## src/design/lhd_pkg.sv

```systemverilog
// ----------------------------------------------------------------------------
// lhd_pkg: shared types and constants for the layered header decoder
// Input/result transfer structs, status codes and the payload count cap.
// ----------------------------------------------------------------------------
package lhd_pkg;

	// Longest message the payload counter is sized for
	localparam int unsigned MAX_MSG_BYTES = 256;
	localparam int unsigned PAY_W         = 9;
	localparam int unsigned PAY_MAX       = (1 << PAY_W) - 1;
	localparam int unsigned PAY_CAP_INT   = (MAX_MSG_BYTES < PAY_MAX) ? MAX_MSG_BYTES : PAY_MAX;
	localparam logic [PAY_W-1:0] PAY_CAP  = PAY_W'(PAY_CAP_INT);

	typedef enum logic [2:0] {
		ST_OK        = 3'd0,
		ST_ROUTED    = 3'd1,
		ST_BAD_NET   = 3'd2,
		ST_BAD_TRANS = 3'd3,
		ST_SHORT     = 3'd4
	} lhd_status_t;

	typedef struct packed {
		logic [7:0] data_byte;
		logic       last_byte;
	} lhd_in_t;

	typedef struct packed {
		logic [2:0]       status;
		logic [1:0]       net_id;
		logic [15:0]      dest_addr;
		logic [15:0]      src_addr;
		logic [7:0]       net_flags;
		logic             trans_id;
		logic [7:0]       seq_num;
		logic [7:0]       win_size;
		logic [7:0]       trans_flags;
		logic [15:0]      service_id;
		logic [7:0]       service_status;
		logic [PAY_W-1:0] payload_length;
	} lhd_out_t;

endpackage

```

## src/design/layered_header_decoder.sv

```systemverilog
// ----------------------------------------------------------------------------
// layered_header_decoder: byte-serial network/transport/service header parser
// Captures header fields per byte, counts payload, emits one result per message.
// ----------------------------------------------------------------------------
// Usage
//   in_*  : one message byte per transfer (in_valid / in_stall), with
//           last_byte set on the final byte of a message.
//   out_* : one decoded result per message (out_valid / out_stall), holding
//           header fields, payload byte count and a status code.
//   cfg_* : own_device_addr, written with cfg_we; write only while idle.
// Throughput: one byte per cycle while in_stall is low. The per-byte field capture is
//   a single pass through the phase/byte counter logic into the state regs.
// Result: the last byte's result is registered into out_q or the skid entry.
// Stall: results sit in an output register backed by a one-entry skid
//   register. Input keeps flowing while one result waits; in_stall rises
//   (registered) only once the skid entry is also occupied.
// Reset: arst_n clears the parse state to the network-id phase, empties the
//   output and skid registers and sets own_device_addr to zero.
// After each last byte the parse state returns to the network-id phase.
// ----------------------------------------------------------------------------
module layered_header_decoder
	import lhd_pkg::*;
(
	input  logic       clk,
	input  logic       arst_n,
	// byte input channel
	input  logic       in_valid,
	output logic       in_stall,
	input  lhd_in_t    in_data,
	// result channel
	output logic       out_valid,
	input  logic       out_stall,
	output lhd_out_t   out_data,
	// configuration
	input  logic       cfg_we,
	input  logic [7:0] cfg_wdata
);

	typedef enum logic [2:0] {
		PH_NET_ID     = 3'd0,
		PH_NET_BODY   = 3'd1,
		PH_TRANS_ID   = 3'd2,
		PH_TRANS_BODY = 3'd3,
		PH_SERVICE    = 3'd4,
		PH_PAYLOAD    = 3'd5,
		PH_DONE       = 3'd6
	} phase_t;

	// Body length of each network header type
	function automatic logic [2:0] net_body_len(input logic [1:0] id);
		logic [2:0] len;
		unique case (id)
			2'd0: len = 3'd0;
			2'd1: len = 3'd2;
			2'd2: len = 3'd4;
			2'd3: len = 3'd5;
		endcase
		return len;
	endfunction

	// Parse state
	phase_t           phase_q, phase_d;
	logic [2:0]       idx_q, idx_d;
	lhd_status_t      status_q, status_d;
	logic [1:0]       net_id_q, net_id_d;
	logic [15:0]      dest_q, dest_d;
	logic [15:0]      src_q, src_d;
	logic [7:0]       nflags_q, nflags_d;
	logic             tid_q, tid_d;
	logic [7:0]       seq_q, seq_d;
	logic [7:0]       win_q, win_d;
	logic [7:0]       tflags_q, tflags_d;
	logic [15:0]      svc_id_q, svc_id_d;
	logic [7:0]       svc_st_q, svc_st_d;
	logic [PAY_W-1:0] pay_q, pay_d;

	logic [7:0] own_addr_q;

	// Output register and skid entry
	lhd_out_t out_q, skid_q, res;
	logic     out_vld_q, skid_vld_q;

	logic       in_xfer, res_valid, net_done, out_pop, main_free;
	logic [7:0] b;
	logic [2:0] idx_inc;
	lhd_status_t res_status;

	assign in_xfer   = in_valid & ~in_stall;
	assign res_valid = in_xfer & in_data.last_byte;
	assign b         = in_data.data_byte;
	assign idx_inc   = idx_q + 3'd1;

	// Next parse state for the incoming byte
	always_comb begin
		phase_d  = phase_q;
		idx_d    = idx_q;
		status_d = status_q;
		net_id_d = net_id_q;
		dest_d   = dest_q;
		src_d    = src_q;
		nflags_d = nflags_q;
		tid_d    = tid_q;
		seq_d    = seq_q;
		win_d    = win_q;
		tflags_d = tflags_q;
		svc_id_d = svc_id_q;
		svc_st_d = svc_st_q;
		pay_d    = pay_q;
		net_done = 1'b0;

		unique case (phase_q)
			PH_NET_ID: begin
				if (b > 8'd3) begin
					status_d = ST_BAD_NET;
					phase_d  = PH_DONE;
				end else begin
					net_id_d = b[1:0];
					idx_d    = 3'd0;
					if (net_body_len(b[1:0]) == 3'd0) begin
						net_done = 1'b1;
					end else begin
						phase_d = PH_NET_BODY;
					end
				end
			end
			PH_NET_BODY: begin
				if (net_id_q == 2'd1) begin
					if (idx_q == 3'd0) begin
						dest_d = {8'h00, b};
					end else begin
						src_d = {8'h00, b};
					end
				end else begin
					unique case (idx_q)
						3'd0:    dest_d[15:8] = b;
						3'd1:    dest_d[7:0]  = b;
						3'd2:    src_d[15:8]  = b;
						3'd3:    src_d[7:0]   = b;
						default: nflags_d     = b;
					endcase
				end
				idx_d = idx_inc;
				if (idx_inc >= net_body_len(net_id_q)) begin
					net_done = 1'b1;
				end
			end
			PH_TRANS_ID: begin
				if (b > 8'd1) begin
					status_d = ST_BAD_TRANS;
					phase_d  = PH_DONE;
				end else begin
					tid_d   = b[0];
					idx_d   = 3'd0;
					phase_d = b[0] ? PH_TRANS_BODY : PH_SERVICE;
				end
			end
			PH_TRANS_BODY: begin
				unique case (idx_q)
					3'd0:    seq_d    = b;
					3'd1:    win_d    = b;
					default: tflags_d = b;
				endcase
				idx_d = idx_inc;
				if (idx_inc >= 3'd3) begin
					idx_d   = 3'd0;
					phase_d = PH_SERVICE;
				end
			end
			PH_SERVICE: begin
				unique case (idx_q)
					3'd0: begin
						svc_id_d[15:8] = b;
						idx_d          = 3'd1;
					end
					3'd1: begin
						svc_id_d[7:0] = b;
						// status byte follows on odd service ids
						if (b[0]) begin
							idx_d = 3'd2;
						end else begin
							idx_d   = 3'd0;
							phase_d = PH_PAYLOAD;
						end
					end
					default: begin
						svc_st_d = b;
						idx_d    = 3'd0;
						phase_d  = PH_PAYLOAD;
					end
				endcase
			end
			PH_PAYLOAD: begin
				if (pay_q < PAY_CAP) begin
					pay_d = pay_q + PAY_W'(1);
				end
			end
			default: ;
		endcase

		// Network header complete: route foreign devices under net id 2, else go to transport
		if (net_done) begin
			idx_d = 3'd0;
			if (net_id_d == 2'd2 && dest_d[15:8] != own_addr_q) begin
				status_d = ST_ROUTED;
				phase_d  = PH_PAYLOAD;
			end else begin
				phase_d = PH_TRANS_ID;
			end
		end
	end

	// Result assembled from the post-byte state
	always_comb begin
		res_status = status_d;
		if (phase_d != PH_PAYLOAD && phase_d != PH_DONE) begin
			res_status = ST_SHORT;
		end
		res.status         = res_status;
		res.net_id         = net_id_d;
		res.dest_addr      = dest_d;
		res.src_addr       = src_d;
		res.net_flags      = nflags_d;
		res.trans_id       = tid_d;
		res.seq_num        = seq_d;
		res.win_size       = win_d;
		res.trans_flags    = tflags_d;
		res.service_id     = svc_id_d;
		res.service_status = svc_st_d;
		res.payload_length = (res_status == ST_OK || res_status == ST_ROUTED) ?
			pay_d : '0;
	end

	// Parse state registers; the last byte returns everything to reset values
	always_ff @(posedge clk or negedge arst_n) begin
		if (!arst_n) begin
			phase_q  <= PH_NET_ID;
			idx_q    <= '0;
			status_q <= ST_OK;
			net_id_q <= '0;
			dest_q   <= '0;
			src_q    <= '0;
			nflags_q <= '0;
			tid_q    <= 1'b0;
			seq_q    <= '0;
			win_q    <= '0;
			tflags_q <= '0;
			svc_id_q <= '0;
			svc_st_q <= '0;
			pay_q    <= '0;
		end else if (in_xfer) begin
			if (in_data.last_byte) begin
				phase_q  <= PH_NET_ID;
				idx_q    <= '0;
				status_q <= ST_OK;
				net_id_q <= '0;
				dest_q   <= '0;
				src_q    <= '0;
				nflags_q <= '0;
				tid_q    <= 1'b0;
				seq_q    <= '0;
				win_q    <= '0;
				tflags_q <= '0;
				svc_id_q <= '0;
				svc_st_q <= '0;
				pay_q    <= '0;
			end else begin
				phase_q  <= phase_d;
				idx_q    <= idx_d;
				status_q <= status_d;
				net_id_q <= net_id_d;
				dest_q   <= dest_d;
				src_q    <= src_d;
				nflags_q <= nflags_d;
				tid_q    <= tid_d;
				seq_q    <= seq_d;
				win_q    <= win_d;
				tflags_q <= tflags_d;
				svc_id_q <= svc_id_d;
				svc_st_q <= svc_st_d;
				pay_q    <= pay_d;
			end
		end
	end

	// Own device address
	always_ff @(posedge clk or negedge arst_n) begin
		if (!arst_n) begin
			own_addr_q <= '0;
		end else if (cfg_we) begin
			own_addr_q <= cfg_wdata;
		end
	end

	// Output register with one skid entry behind it
	assign out_pop   = out_vld_q & ~out_stall;
	assign main_free = ~out_vld_q | out_pop;

	always_ff @(posedge clk or negedge arst_n) begin
		if (!arst_n) begin
			out_vld_q  <= 1'b0;
			skid_vld_q <= 1'b0;
		end else if (main_free) begin
			if (skid_vld_q) begin
				out_vld_q  <= 1'b1;
				skid_vld_q <= 1'b0;
			end else begin
				out_vld_q <= res_valid;
			end
		end else if (res_valid) begin
			skid_vld_q <= 1'b1;
		end
	end

	always_ff @(posedge clk) begin
		if (main_free) begin
			if (skid_vld_q) begin
				out_q <= skid_q;
			end else if (res_valid) begin
				out_q <= res;
			end
		end else if (res_valid) begin
			skid_q <= res;
		end
	end

	assign in_stall  = skid_vld_q;
	assign out_valid = out_vld_q;
	assign out_data  = out_q;

endmodule

```

## config.mk

```make
export PLATFORM = sky130hd
export DESIGN_NAME = layered_header_decoder
export DESIGN_NICKNAME = d
export VERILOG_FILES = /design/src/design/lhd_pkg.sv /design/src/design/layered_header_decoder.sv
export SDC_FILE = /design/constraint.sdc
export NUM_CORES = 1
export LEC_CHECK = 0
export ABC_AREA = 1
export BUFFER_PORTS_ARGS = -buffer_cell sky130_fd_sc_hd__buf_2
export CAP_MARGIN = 15
export CORE_MARGIN = 2
export CORE_UTILIZATION = 45
export DETAILED_ROUTE_END_ITERATION = 12
export GPL_TIMING_DRIVEN = 0
export PLACE_DENSITY = 0.66
export SLEW_MARGIN = 0
export SYNTH_ARGS = -nofsm -noshare
export SYNTH_HDL_FRONTEND = slang
export SYNTH_SLANG_ARGS = --single-unit
```

## constraint.sdc

```tcl
create_clock -name clk -period 8.8 [get_ports clk]
set_input_delay 0.88 -clock clk [delete_from_list [all_inputs] [get_ports clk]]
set_output_delay 0.88 -clock clk [all_outputs]
set_load 0.01 [all_outputs]
```

==> summary.txt <==
run status -> finished, final reports clean
Avg Vias per Cell -> 5.23
yosys warns -> 0
Clock Path Buffers -> 3
crit path launch type -> flip-flop
Final TNS setup -> 0 ns
final WL -> 34,200 um
Critical Path, Cell by Cell -> clkbuf_1 -> clkbuf_1 -> clkbuf_1 -> nor2_1 -> a21oi_4 -> buf_12 -> buf_12
Final WS setup -> 4.81 ns
commonest non-fill, non-tap cell in the layout -> nand2_1
Worst VDD drop -> 0.115 mV
final clock skew -> 0.0123 ns
CTS sink count -> 325
global-route wire length before repair -> 54,600 um
CTS clk-pin slew, worst paths -> 0.06 ns
Distinct cells, synth -> 39
Die Span X -> 181 um
Antenna Nets Post-Route -> 0
critical-path cell with the highest stage delay -> a21oi_4
largest family of logic cells by synthesized area -> simple AND/OR/NAND/NOR gates
vias in the first global route -> 10,100
Setup WS pre-CTS -> 4.82 ns
unrepaired setup endpoints after global routing -> false
register area -> 0.00916 sq mm
Critical Path Sink Type -> flip-flop
post-layout util -> 53.8%
die height -> 181 um
Final Non-Filler Cells -> 1,962
Starting Density -> 45.8%
RePlAce Congestion -> 0.906
Resized Gates After CTS -> 0
sequential element share of the synthesized area -> 65.2%
crit-path most repeated cell -> clkbuf_1
max incr delay on CP -> 0.77 ns
Max Cap Viol -> 0
met2 WL post-DR -> 16,200 um
initial antenna violation count -> 0
clk_lat worst skew -> 0.51 ns
Arrival @ worst endpoint -> 4.19 ns
H-tree levels -> 2
Post-synth EDFFs -> 206
Post-Synthesis Cells -> 1,374
Synth Net Count -> 1,404
area share of xor/xnor cells in the synthesized design -> 0.374%
largest net degree at the start of global routing -> 77
Synth Area in Compound Gates -> 12.6%
Starting DRT DRC Count -> 1,028
mean cell area of the mapped netlist -> 10.2 sq um
Synth Cell Area -> 0.0141 sq mm
dpl hpwl -> 23,300 um
area of the die -> 0.0327 sq mm
CP bufs+invs -> 5
placed cells -> 1,899
Final nets -> 1,570
CP required -> 9.00 ns
CTS root buf -> clkbuf_16
Top Family by Delay on Critical Path -> buffers and inverters
IO Port Bufs -> 119
drt wl/cell -> 17.4 um
Pleak -> 0.00733 uW
final worst-path cycle share -> 45.3%
adder-cell share of the synthesized area -> 0.712%
Max Transition Viols Final -> 0
Tot Pwr -> 3800 uW
mux cell area share after synthesis -> 0%
wire length on met3 -> 2430 um
TritonRoute pass-1 iters -> 6
Tightest Pin Transition -> 0.955 ns
GR Overflow Total -> 0
final setup violation count -> 0
Hold Vio Cnt, Final -> 0
most frequent cells in the layout -> 311 x nand2_1, 223 x o21ai_0, 210 x inv_1
area grow syn2layout -> 17.4%
core outline area -> 0.0307 sq mm
Slew headroom -> 36.1%
M1 WL -> 14,700 um
n_diodes -> 0
post-route minimum period -> 3.99 ns
highest routed layer -> met4
clock buffer count from CTS -> 35
CTS tree -> built
area of the multi-input gates -> 0.00379 sq mm
num ports -> 127
row count -> 64
worst-path fanout max -> 31
Max Freq -> 251 MHz
HP Class -> primary input to async pin
kind of critical path -> flip-flop to flip-flop
synthesized flop and latch total -> 325
DR DRC count -> 0
Simple-Gate Fraction of Synth Area -> 13.2%
Async S/R FF share, synth -> 36.6%
postcts setup bufs -> 0
GRT Resource Usage Total -> 21.1%
Hold Buf Count CTS -> 0
fraction of layout instances using a drive strength above 1 -> 14.9%
Main synth FF type -> edfxtp_1
DR vias -> 10,300
Fillers -> 2,722
Pwr per Cell Area -> 230 mW/mm^2
[logic make-up after synthesis]
group | after synthesis
DFF | 325
xor gates and xnor gates | 6
AOI/OAI and AO/OA | 323
and+or+nand+nor | 426
adders and majority gates | 8
buffers and inverters | 286
[metal layers]
metal | GRT usage, % | vias to the layer above
met5 | 0 | -
met4 | 6.55 | 0
met3 | 3.37 | 71
met2 | 34.9 | 357
met1 | 28.8 | 4914
li1 | - | 4923
[state kept, by name, indices dropped and copies added, names as in the netlist, 8 cells and up]
register,cells
dest_q,16
nflags_q,8
out_data,103
own_addr_q,8
pay_q,9
seq_q,8
skid_q,103
src_q,16
svc_id_q,16
svc_st_q,8
tflags_q,8
win_q,8
[power by group]
group / internal (uW) / switching [uW] / total [uW]
clock: 829 / 583 / 1410
combinational: 179 / 424 / 604
sequential: 1750 / 34.1 / 1780
[cells in the mapped netlist (8+ instances only)]
master,instances,area [sq um]
dfrtp_1,119,2980
nand3_1,22,110
clkbuf_1,54,203
ha_1,8,100
nand4_1,14,87.6
nand2_2,13,81.3
o21ai_0,223,1120
nor2_1,41,154
edfxtp_1,206,6190
o21a_1,16,120
o22ai_1,66,413
nor2_4,8,90.1
inv_1,210,788
nand2_1,311,1170
[per-stage QoR]
stage                     area [sq um]  hold WS [ns]
after global placement           15100         0.461
final                            16500         0.297
after detailed placement         15400         0.468
after global routing             16500         0.325
after floorplan                  14100         0.448
after CTS                        16500         0.311
[final cells by class]
cell class	count	area share, %
inverter	219	5.00
buffer	67	1.78
clock buffer	46	5.82
sequential	325	55.5
tap	396	3.00
clock inverter	17	0.834
timing repair buffer	129	5.03
multi-input combinational	763	23.0
[worst paths after layout]
check / start / end / slack [ns] / cells after the start
max in group asynchronous: arst_n / win_q[2]$_DFFE_PN0P_ / 7.74 / 2
min reg2reg: src_q[14]$_DFFE_PN0P_ / src_q[14]$_DFFE_PN0P_ / 0.48 / 2
max: in_stall$_DFFE_PN0P_ / out_data[23]$_DFFE_PP_ / 4.81 / 7
max reg2reg: in_stall$_DFFE_PN0P_ / out_data[23]$_DFFE_PP_ / 4.81 / 7
min in group clk: src_q[14]$_DFFE_PN0P_ / src_q[14]$_DFFE_PN0P_ / 0.48 / 2
min: arst_n / pay_q[2]$_DFFE_PN0P_ / 0.30 / 1
(Power assumes the default switching activity.)
